File: src/vertex_attribute_interpolator_defines.svh
// Assertion helpers shared by the RTL that checks itself.
`ifndef VERTEX_ATTRIBUTE_INTERPOLATOR_DEFINES_SVH
`define VERTEX_ATTRIBUTE_INTERPOLATOR_DEFINES_SVH

// Same-cycle implication, sampled on i_clk, off while i_rst_n is low.
`define VAI_ASSERT_IMPL(label, pre, post) \
    label: assert property (@(posedge i_clk) disable iff (!i_rst_n) (pre) |-> (post)) \
        else $error("vai: assertion failed");

// Next-cycle implication, sampled on i_clk, off while i_rst_n is low.
`define VAI_ASSERT_NEXT(label, pre, post) \
    label: assert property (@(posedge i_clk) disable iff (!i_rst_n) (pre) |=> (post)) \
        else $error("vai: assertion failed");

`endif

File: src/vai_pkg.sv
package vai_pkg;

    localparam int FRAC_BITS  = 16;
    localparam int DATA_WIDTH = 32;
    localparam int ACC_W      = 48;
    localparam int MAG_W      = ACC_W;
    // Normalized magnitude lies in [2^SCALE_LO, 2^(SCALE_LO+1))
    localparam int SCALE_LO   = 29;
    localparam int SQ_IN_W    = SCALE_LO + 1;
    localparam int SQ_W       = 2 * SQ_IN_W;
    localparam int SUM_W      = SQ_W + 2;
    localparam int ROOT_STEPS = SUM_W / 2;
    localparam int DIV_W      = 32;
    localparam int NUM_W      = ACC_W + FRAC_BITS + SCALE_LO;
    localparam int QUO_W      = NUM_W - SCALE_LO;
    localparam int CNT_W      = $clog2(QUO_W);
    localparam int SH_W       = 7;
    localparam int HALF_W     = MAG_W / 2;
    localparam int PP_W       = HALF_W + DATA_WIDTH;
    localparam int PROD_W     = MAG_W + DATA_WIDTH;

    localparam int IN_TDATA_W  = ((5 * DATA_WIDTH + 7) / 8) * 8;
    localparam int OUT_TDATA_W = ((4 * DATA_WIDTH + 7) / 8) * 8;

    localparam logic signed [ACC_W-1:0] ACC_MAX = {1'b0, {(ACC_W-1){1'b1}}};
    localparam logic signed [ACC_W-1:0] ACC_MIN = {1'b1, {(ACC_W-1){1'b0}}};

    localparam logic [1:0] KIND_POS    = 2'd0;
    localparam logic [1:0] KIND_SCREEN = 2'd1;
    localparam logic [1:0] KIND_TEX    = 2'd2;
    localparam logic [1:0] KIND_NORMAL = 2'd3;

    // Lane operations
    localparam logic [3:0] LN_HOLD     = 4'd0;
    localparam logic [3:0] LN_LOAD_IN  = 4'd1;
    localparam logic [3:0] LN_LOAD_ACC = 4'd2;
    localparam logic [3:0] LN_SQ_SHIFT = 4'd3;
    localparam logic [3:0] LN_SQ_MUL   = 4'd4;
    localparam logic [3:0] LN_DIV_INIT = 4'd5;
    localparam logic [3:0] LN_DIV_STEP = 4'd6;
    localparam logic [3:0] LN_DIV_END  = 4'd7;
    localparam logic [3:0] LN_MUL_LO   = 4'd8;
    localparam logic [3:0] LN_MUL_HI   = 4'd9;
    localparam logic [3:0] LN_TERM     = 4'd10;
    localparam logic [3:0] LN_ACC      = 4'd11;
    localparam logic [3:0] LN_CLEAR    = 4'd12;

    // Merge unit operations
    localparam logic [2:0] NM_HOLD  = 3'd0;
    localparam logic [2:0] NM_MAX   = 3'd1;
    localparam logic [2:0] NM_SCALE = 3'd2;
    localparam logic [2:0] NM_SUM   = 3'd3;
    localparam logic [2:0] NM_STEP  = 3'd4;

    typedef struct packed {
        logic [3:0]             op;
        logic signed [SH_W-1:0] shift;
    } t_lane_ctl;

    typedef logic [MAG_W-1:0] t_mag;
    typedef logic [SQ_W-1:0]  t_sq;

    function automatic logic [DATA_WIDTH-1:0] sat_data(input logic signed [ACC_W-1:0] v);
        logic [DATA_WIDTH-1:0] res;
        if (v[ACC_W-1:DATA_WIDTH-1] == '0 || v[ACC_W-1:DATA_WIDTH-1] == '1) begin
            res = v[DATA_WIDTH-1:0];
        end else if (v[ACC_W-1]) begin
            res = {1'b1, {(DATA_WIDTH-1){1'b0}}};
        end else begin
            res = {1'b0, {(DATA_WIDTH-1){1'b1}}};
        end
        return res;
    endfunction

endpackage

File: src/vai_norm.sv
module vai_norm (
    input  logic                            i_clk,
    input  logic [2:0]                      i_op,
    input  logic [2:0][vai_pkg::MAG_W-1:0]  i_mag,
    input  logic [2:0][vai_pkg::SQ_W-1:0]   i_sq,
    output logic                            o_zero,
    output logic                            o_scaled,
    output logic signed [vai_pkg::SH_W-1:0] o_p,
    output logic [vai_pkg::DIV_W-1:0]       o_root
);
    import vai_pkg::*;

    logic [MAG_W-1:0]       r_m;
    logic signed [SH_W-1:0] r_p;
    logic [SUM_W-1:0]       r_rad;
    logic [SUM_W-1:0]       r_root;
    logic [SUM_W-1:0]       r_bit;

    logic [MAG_W-1:0] w_m01;
    logic [MAG_W-1:0] w_max;
    logic             w_high;
    logic [SUM_W-1:0] w_try;

    assign w_m01  = (i_mag[0] > i_mag[1]) ? i_mag[0] : i_mag[1];
    assign w_max  = (w_m01 > i_mag[2]) ? w_m01 : i_mag[2];
    assign w_high = r_m[MAG_W-1:SCALE_LO+1] != '0;
    assign w_try  = r_root + r_bit;

    always_ff @(posedge i_clk) begin
        case (i_op)
            NM_MAX: begin
                r_m <= w_max;
                r_p <= '0;
            end
            NM_SCALE: begin
                if (w_high) begin
                    r_m <= r_m >> 1;
                    r_p <= r_p - SH_W'(1);
                end else if (!r_m[SCALE_LO]) begin
                    r_m <= r_m << 1;
                    r_p <= r_p + SH_W'(1);
                end
            end
            NM_SUM: begin
                r_rad  <= SUM_W'(i_sq[0]) + SUM_W'(i_sq[1]) + SUM_W'(i_sq[2]);
                r_root <= '0;
                r_bit  <= SUM_W'(1) << (SUM_W - 2);
            end
            NM_STEP: begin
                if (r_rad >= w_try) begin
                    r_rad  <= r_rad - w_try;
                    r_root <= (r_root >> 1) + r_bit;
                end else begin
                    r_root <= r_root >> 1;
                end
                r_bit <= r_bit >> 2;
            end
            default: begin
            end
        endcase
    end

    assign o_zero   = r_m == '0;
    assign o_scaled = !w_high && r_m[SCALE_LO];
    assign o_p      = r_p;
    assign o_root   = DIV_W'(r_root);

endmodule

File: config.mk
export PLATFORM = sky130hd
export DESIGN_NAME = vai_norm
export DESIGN_NICKNAME = d
export VERILOG_FILES = /design/src/vertex_attribute_interpolator_defines.svh /design/src/vai_pkg.sv /design/src/vai_norm.sv
export SDC_FILE = /design/constraint.sdc
export NUM_CORES = 1
export LEC_CHECK = 0
export BUFFER_PORTS_ARGS = -buffer_cell sky130_fd_sc_hd__buf_2
export CAP_MARGIN = 20
export CORE_UTILIZATION = 40
export DETAILED_ROUTE_END_ITERATION = 8
export PLACE_DENSITY = 0.62
export RECOVER_POWER = 50
export SLEW_MARGIN = 10
export SYNTH_ARGS = -nofsm -noshare
export SYNTH_HDL_FRONTEND = slang
export SYNTH_SLANG_ARGS = --single-unit
File: constraint.sdc
create_clock -name i_clk -period 21.2 [get_ports i_clk]
set_input_delay 4.24 -clock i_clk [delete_from_list [all_inputs] [get_ports i_clk]]
set_output_delay 4.24 -clock i_clk [all_outputs]
set_load 0.1 [all_outputs]
* Yosys cells after proc, flatten, opt, wreduce, memory -nomap -nowiden
Index checks and enable logic that the tools add are counted.
W data, S select, Z words.
** Operators by class
- Reduce and logical (&&, ||, !) cells :: 8
- Equal/unequal tests :: 6
- Multiplexer cells :: 13
- Add/sub/neg operators :: 7
- Magnitude comparators :: 3
** Operators with widths (count)
- $pmux W62 S2 :: 3
- $mux W48 :: 4
- $mux W62 :: 2
- $gt A48 B48 Y1 :: 2
- $pmux W48 S2 :: 1
- $add A61 B60 Y62 :: 1
- $add A61 B62 Y62 :: 1
- $add A62 B62 Y62 :: 1
- $ge A62 B62 Y1 :: 1
- $sub A62 B62 Y62 :: 1
- $add A60 B60 Y61 :: 1
- $logic_not A48 Y1 :: 1
- $reduce_bool A18 Y1 :: 1
- $mux W7 :: 2
- $pmux W7 S2 :: 1
- $add A7 B2 Y7 const B :: 1
- $sub A7 B2 Y7 const B :: 1
- $eq A3 B2 Y1 const B :: 2
- $reduce_and A2 Y1 :: 2
- $reduce_bool A2 Y1 :: 2
- $eq A3 B1 Y1 const B :: 1
- $eq A3 B3 Y1 const B :: 1
- $ne A3 B3 Y1 const B :: 1
- $ne A2 B2 Y1 const B :: 1
- other kinds (2) :: 2
** Storage, ports and cells
- Register bits :: 241
- Input port bits :: 328
- Output and inout port bits :: 41
- Logic and storage cells :: 43

* Longest topological paths before layout
Gate-level depths: netlist (run 1).
- Word-level depth :: 5
- Gate-level depth with buffers :: 26
- Depth with buffers taken out :: 23

* Worst setup path before layout (run 1)
No wires, ideal clock.
- Kind :: input port to flip-flop
- Start :: input i_op[2]
- End :: register r_rad[0] (enable)
- Arrival :: 9.569 ns
- Setup slack :: 11.063 ns
- Setup time :: 0.567 ns
- Data required time :: 20.633 ns
- Cell stages on the path :: 6
- Buffers on the path :: 3
- Path through :: clkbuf_1 > and2_1 > clkbuf_1 > clkinv_1 > clkbuf_1 > o21ai_0
** On the way
- Longest elaborated chain between the ends :: 3
- Elaborated cells on any way between the ends :: 5
- Those cells by class :: eq/ne (3); reduce/logical (2)
** Ends and longest elaborated chain
- start, declared :: RTL line vai_norm.sv:3 : input logic [2:0] i_op,
- $eq A3 B3 Y1 or $eq A3 B2 Y1 (tied branches) :: RTL line vai_norm.sv:30 : case (i_op)
- $ne A2 B2 Y1 (no source line) or $reduce_bool A2 Y1 (tied branches)
- $reduce_and A2 Y1 (no source line) (*)
- end signal, assigned :: RTL line vai_norm.sv:45 : r_rad <= SUM_W'(i_sq[0]) + SUM_W'(i_sq[1]) + SUM_W'(i_sq[2]);
- end signal, assigned :: RTL line vai_norm.sv:51 : r_rad <= r_rad - w_try;
- end, declared :: RTL line vai_norm.sv:15 : logic [SUM_W-1:0] r_rad;
Every way passes the cells marked *; elsewhere a longest branch is shown, timed or not.
A chain may end at the register's enable or synchronous reset.

* Worst setup path after layout (run 1)
- Start :: input i_op[2]
- End :: register r_root[52] (enable)
** On the way
- Longest elaborated chain between the ends :: 2
- Elaborated cells on any way between the ends :: 3
- Those cells by class :: eq/ne (2); reduce/logical (1)
** Ends and longest elaborated chain
- $eq A3 B3 Y1 or $eq A3 B2 Y1 (tied branches) :: RTL line vai_norm.sv:30
- $reduce_bool A2 Y1 (no source line) (*)
- end signal, assigned :: RTL line vai_norm.sv:52 : r_root <= (r_root >> 1) + r_bit;
- end signal, assigned :: RTL line vai_norm.sv:54 : r_root <= r_root >> 1;
- end, declared :: RTL line vai_norm.sv:16 : logic [SUM_W-1:0] r_root;
Marked as above.

==> flow_summary_export.csv, run 1 <==
group,metric,value,unit
status,status,"finished with violations",
status,violations,"capacitance limit, slew limit",
setup_path,crit_fanout,77,
route,wl,76300,µm
sta,period_share,59.8,%
floorplanning,rows,91,
setup_path,end_kind,"register",
finish,nFillCells,6271,
grt,grt_max_degree,78,
setup_path,cp.required,21.32,ns
finish,drive_gt1_share,16.6,%
min_path,holdCritStartpoint,"r_bit[10]$_SDFFCE_PN0P_",
min_path,hp-class,"reg2reg",
clocking,numCtsBuffers,29,
sta,tns,0,ns
sta,hold_viol,0,
clocking,clk_latency,0.58,ns
finish,multi_input_area,0.0178,mm²
setup_path,rr_startpoint,"r_root[8]$_SDFFCE_PN0P_",
route,firstDrtPassIters,5,
synthesis,synth_seq_area_share,24.9,%
floorplanning,num_io_pins,369,
synthesis,synth_top_flop_cell,"edfxtp_1",
sta,setup_ws,8.52,ns
sta,slew_headroom,-117,%
synthesis,synth_fp_nets,3579,
sta,skew,0.0176,ns
synthesis,avgSynthCellArea,8.74,µm²
sta,fin_crit,12.68,ns
clocking,cts_resized,0,
setup_path,rr_worst_depth,22,
clocking,ctsHoldBuffers,0,
synthesis,syn_area,0.0254,mm²
pwr,ir_drop,0.0631,mV
synthesis,synth_edf_count,210,
finish,regArea,0.00631,mm²
grt,overflow,0,
setup_path,cp_cell_sequence,"buf_2 > clkbuf_1 > and2_0 > clkinvlp_2 > nand2_1 > clkbuf_1",
route,detail-route-antenna-nets,0,
floorplanning,die_x,254,µm
setup_path,worst_path_largest_cell_delay,2.37,ns
setup_path,cpMaxStageDelayCell,"nand2_1",
finish,syn_to_final_growth,13.1,%
finish,num-nets-final,3848,
sta,rsz0062_at_grt,"no",
clocking,post_cts_buffers,0,
grt,grt_pass1_vias,21800,
grt,grt_pass1_wl,120000,µm
clocking,cts_tree,"yes",
synthesis,postSynthCellCount,2902,
setup_path,r2r_setup_slack,13.97,ns
pwr,leakagePower,12.1,nW
route,dr_total_vias,23000,
synthesis,synth.distinct_cells,93,
job,drv_cap,9,
placement,place.gp.congestion,0.923,
min_path,hold_end,"r_bit[8]$_SDFFCE_PN0P_",
route,routedWlPerCell,18.9,µm
pwr,power_density,71.7,mW/mm²
floorplanning,die_h,254,µm
clocking,cts_buffer_depth,3,
floorplanning,die_area,0.0644,mm²
placement,dp_hpwl,60800,µm
route,viasPerCell,5.70,
sta,setup_viol,0,
sta,fmax,78.9,MHz
setup_path,r2r_end,"r_rad[59]$_DFFE_PP_",
grt,antenna_found_initial,5,
setup_path,worst_setup_path_start_kind,"primary input",
placement,numPortBuffers,368,
synthesis,yosys_warnings,0,
sta,drv_slew,502,
min_path,worstHoldPathCells,1,
floorplanning,initial_core_util,40.8,%
sta,worst_slew_pin_slew,3.26,ns
clocking,ctsHtreeMaxLevel,1,
setup_path,arrival,12.80,ns
clocking,clock_sinks,210,
synthesis,ys_ff_latch,210,
synthesis,async_flop_share,0,%
clocking,clk_pin_slew,0.06,ns
setup_path,critical_path_class,"in2reg",
route,drtIter0Drc,1793,
placement,pre_cts_ws,10.80,ns
floorplanning,core_region_area,0.0622,mm²
setup_path,path_common_cell,"clkbuf_1",
grt,grt_usage,23.1,%
clocking,root_buffer,"clkbuf_16",
route,route.detailed.drc,0,
[cell families after synthesis]
logic type / count (synthesis) / share of synthesized area (%)
compound gates: 980 / 26.0
xor+xnor: 216 / 7.46
fa+ha+maj: 349 / 19.1
buf+inv: 306 / 5.10
flops: 210 / 24.9
mux: 60 / 2.60
simple gates: 781 / 14.9
[cells in the final DEF, fill, tap and decap left out, drive strengths merged, types with 12 or more instances in the layout]
cell type,synthesis,layout
clkbuf,89,83
o31ai,58,58
a31o,58,58
nor2,203,203
nand2,232,232
a21o,116,116
xor2,98,98
nor3,38,38
a22oi,30,30
mux2,48,48
edfxtp,210,210
nand2b,18,18
buf,56,335
o21bai,29,29
xnor2,118,118
and2,19,19
fa,63,63
a31oi,71,71
o21ai,178,178
and3,45,45
a21oi,248,248
o211ai,17,17
nor4,21,21
o21a,28,28
a21boi,15,15
nand3,46,46
ha,286,286
and4,13,13
mux2i,12,12
nand4,65,65
or3,31,31
inv,159,159
nor2b,23,23
a211oi,47,47
[per-layer routing]
layer / part of all wire, % / vias to the layer above / global-route usage (%)
met2: 44 / 616 / 36.2
met5: 0 / - / 0
li1: - / 11400 / -
met1: 49 / 10900 / 34.1
met4: 2.1 / 0 / 5.77
met3: 4.7 / 86 / 1.94
[where the power goes]
| part | internal [mW] | switching (mW) | total (mW) |
|---|---|---|---|
| clock | 0.346 | 0.199 | 0.545 |
| combinational | 0.385 | 0.578 | 0.963 |
| sequential | 0.519 | 0.0307 | 0.550 |
| total | 1.25 | 0.808 | 2.06 |
[worst max-delay path by stage]
stage	startpoint	to	slack (ns)
2_1_floorplan	i_op[2]	r_rad[0]$_DFFE_PP_	11.06
6_report	i_op[2]	r_root[52]$_SDFFCE_PN0P_	8.52
3_3_place_gp	i_mag[73]	r_m[28]$_DFFE_PP_	10.77
4_1_cts	i_mag[25]	r_m[24]$_DFFE_PP_	11.38
3_5_place_dp	i_mag[25]	r_m[27]$_DFFE_PP_	10.80
5_1_grt	i_op[2]	r_root[49]$_SDFFCE_PN0P_	7.72
[Yosys cell counts (all sizes together), types with 71 or more instances]
cell type | number | area, µm²
a31oi | 71 | 459
nand2 | 232 | 873
clkbuf | 89 | 334
ha | 286 | 3580
o21ai | 178 | 898
xor2 | 98 | 858
inv | 159 | 597
a21oi | 248 | 1250
edfxtp | 210 | 6310
a21o | 116 | 871
xnor2 | 118 | 1030
nor2 | 203 | 762
[metrics by stage]
| step | area, µm² | std cells | power [mW] | util [%] | hold slack (ns) |
|---|---|---|---|---|---|
| 6_report | 28700 | 4034 | 2.06 | 46.2 | 0.630 |
| 4_1_cts | 28800 | 4029 | 2.06 | 46.3 | 0.626 |
| 3_3_place_gp | 27700 | 3977 | 1.51 | 44.6 | 0.609 |
| 3_5_place_dp | 27700 | 3977 | 1.51 | 44.6 | 0.613 |
| 5_1_grt | 28700 | 4034 | 2.19 | 46.2 | 0.655 |
| 2_1_floorplan | 25400 | 2902 | 1.26 | - | 0.587 |
[worst max-delay path, delay by kind of cell]
kind                   cells  cell delay (ns)
buffers and inverters      4             5.67
and+or+nand+nor            2             2.69
[final cells by class]
| cell class | count | area share (%) |
|---|---|---|
| Clock buffer | 35 | 2.61 |
| Multi-Input combinational cell | 2386 | 62.1 |
| Antenna cell | 5 | 0.0436 |
| Sequential cell | 210 | 22.0 |
| Timing Repair Buffer | 383 | 6.53 |
| Tap cell | 837 | 3.65 |
| Inverter | 161 | 2.11 |
| Clock inverter | 17 | 0.986 |
[flip-flops by register name (all words and copies together), names as in the netlist]
signal	cells
r_bit	31
r_m	48
r_rad	62
o_p	7
r_root	62
Note: power is estimated with default switching activity, not from simulation.
==> run 2, diff against run 1 <==
- ABC_AREA: not set -> 1
- PLACE_DENSITY: 0.62 -> 0.61
- clock period: 21.2 -> 13.25 ns (I/O delays scaled with it)
==> flow_summary_export.csv, run 2 <==
group,metric,value,unit
setup_path,end_kind,"register",
sta,slew_headroom,-120,%
clocking,clock_sinks,210,
sta,fmax,117,MHz
sta,hold_viol,0,
synthesis,ys_ff_latch,210,
synthesis,yosys.area.top_type_share,20.4,%
min_path,worstHoldPathCells,2,
floorplanning,die_h,280,µm
route,dr_total_vias,34600,
synthesis,synth_area_leaders,"edfxtp_1, nand2_1, ha_1",
min_path,hp-class,"reg2reg",
synthesis,synth_common_cells,"nand2_1, inv_1, nor2_1",
clocking,post_cts_buffers,0,
synthesis,synth_edf_count,210,
clocking,cts_buffer_depth,3,
pwr,ir_drop,0.0879,mV
sta,skew,0.0179,ns
route,detail-route-antenna-nets,0,
pwr,power,3.47,mW
finish,syn_to_final_growth,11.6,%
synthesis,synth_top_family_by_area,"simple AND/OR/NAND/NOR gates",
grt,grt_pass1_wl,192000,µm
placement,place.gp.congestion,1.01,
sta,worst_slew_pin_slew,3.29,ns
sta,worst_hold_slack,0.562,ns
finish,num-nets-final,5968,
setup_path,r2r_setup_slack,6.18,ns
floorplanning,die_x,280,µm
synthesis,yosys_warnings,0,
route,route.detailed.drc,0,
sta,period_share,64.5,%
setup_path,crit_fanout,45,
status,status,"finished with violations",
placement,numPortBuffers,368,
floorplanning,core_region_area,0.0761,mm²
setup_path,cp_cell_sequence,"clkbuf_1 > nor3_4 > clkbuf_1 > clkinvlp_2 > clkbuf_1 > clkbuf_1 > o21bai_1 > nor2_1",
clocking,clk_pin_slew,0.06,ns
setup_path,arrival,9.00,ns
synthesis,syn_area,0.0308,mm²
synthesis,synth.area.mux_share,0.0325,%
route,drtIter0Drc,2972,
grt,grt_pass1_vias,33200,
grt,grt_usage,31.7,%
synthesis,avgSynthCellArea,6.20,µm²
clocking,clk_latency,0.59,ns
grt,grt_max_degree,71,
placement,dpl.cell_count,6289,
synthesis,synth_top_flop_cell,"edfxtp_1",
floorplanning,num_io_pins,369,
pwr,power_density,101,mW/mm²
setup_path,worst_setup_path_start_kind,"primary input",
sta,drv_slew,282,
synthesis,postSynthCellCount,4977,
synthesis,synth_area_leader_cell,"edfxtp_1",
sta,fin_crit,8.55,ns
finish,nFillCells,8445,
setup_path,cp.required,13.70,ns
route,firstDrtPassIters,8,
floorplanning,initial_core_util,40.5,%
route,routedWlPerCell,20.1,µm
clocking,ctsHtreeMaxLevel,1,
clocking,cts_tree,"yes",
synthesis,synthAdderAreaFrac,15.7,%
floorplanning,rows,101,
sta,tns,0,ns
route,wl,128000,µm
floorplanning,die_area,0.0782,mm²
sta,rsz0062_at_grt,"no",
synthesis,synth_fp_nets,5654,
setup_path,rr_worst_depth,23,
route,viasPerCell,5.46,
sta,setup_viol,0,
grt,antenna_found_initial,4,
synthesis,synth_seq_area_share,20.4,%
clocking,cts_resized,0,
clocking,root_buffer,"clkbuf_16",
setup_path,worst_path_largest_cell_delay,1.71,ns
synthesis,synth_xor_area_share,3.01,%
finish,final_cell_mix,"nand2_1, inv_1, nor2_1, a21oi_1, nand3_1",
job,drv_cap,6,
setup_path,path_common_cell,"clkbuf_1",
synthesis,synth.distinct_cells,45,
finish,drive_gt1_share,8.16,%
synthesis,synth_compound_area_share,15.3,%
clocking,ctsHoldBuffers,0,
pwr,leakagePower,16.4,nW
placement,dp_hpwl,107000,µm
finish,layout_commonest_cell,"nand2_1",
finish,design_area,0.0344,mm²
synthesis,async_flop_share,0,%
setup_path,critical_path_class,"in2reg",
grt,overflow,0,
synthesis,yosysMostFrequentCell,"nand2_1",
clocking,numCtsBuffers,29,
setup_path,cpMaxStageDelayCell,"clkinvlp_2",
status,violations,"capacitance limit, slew limit",
finish,top_regs,"r_rad (62), r_root (62), r_m (48)",
placement,dpl_cell_area,0.0336,mm²
synthesis,synthSimpleGateAreaFrac,34.8,%
finish,stdcell_count,6343,
[run 2: changes by cell type in the layout (fill, tap and decap cells not counted), moves of 66 or more]
| cell | before | now |
|---|---|---|
| a21o_1 | 116 | 20 |
| a21oi_1 | 246 | 442 |
| a31oi_1 | 70 | 4 |
| inv_1 | 159 | 717 |
| nand2_1 | 230 | 1436 |
| nand3_1 | 46 | 361 |
| nor2_1 | 202 | 586 |
| o21ai_0 | 149 | 316 |
| xnor2_1 | 118 | 46 |
[run 2: kinds of logic (layout without fill, tap and decap cells)]
kind of cell    count (synthesis)  after routing
xor+xnor                      106            106
fa+ha+maj                     349            349
flops                         210            210
compound gates                885            885
mux                             1              1
other cells                     0              4
simple gates                 2595           2595
buf+inv                       831           1163
[run 2: stage by stage]
step	utilization [%]	worst slack, ns
after floorplan	-	7.26
after global placement	44.1	6.12
after detailed placement	44.1	6.04
after CTS	45.3	6.38
after global routing	45.2	4.30
final	45.2	4.70
[run 2: where the power goes]
part	switching, mW	internal, mW
sequential	0.0536	0.823
combinational	1.24	0.546
clock	0.331	0.471
total	1.63	1.84
[run 2: final cells by class]
class | instances | area (µm²) | area share [%]
multi-input cells | 3936 | 21200 | 61.7
flip-flops and latches | 210 | 6310 | 18.3
inverters | 725 | 2720 | 7.91
repair buffers | 389 | 1930 | 5.62
well taps | 1030 | 1290 | 3.74
clock buffers | 33 | 741 | 2.15
clock inverters | 16 | 173 | 0.502
diodes | 4 | 10.0 | 0.0291
[run 2: worst paths after layout]
check,endpoint,from
hold / removal,r_m[40]$_DFFE_PP_,r_m[41]$_DFFE_PP_
setup / recovery,r_root[4]$_SDFFCE_PN0P_,i_op[0]
setup reg to reg,r_rad[0]$_DFFE_PP_,r_root[16]$_SDFFCE_PN0P_
hold reg to reg,r_m[40]$_DFFE_PP_,r_m[41]$_DFFE_PP_
[run 2: per-layer routing]
layer	track usage (%)	vias to the layer above	wire length, µm
li1	-	16900	-
met1	40.4	16100	53300
met2	54.6	1374	60500
met3	3.23	258	8080
met4	12.9	0	5840
met5	0	-	0
[run 2: critical path, delay by kind of cell]
family,cells,cell delay (ns)
buf+inv,5,5.53
simple gates,2,0.29
compound gates,1,0.46
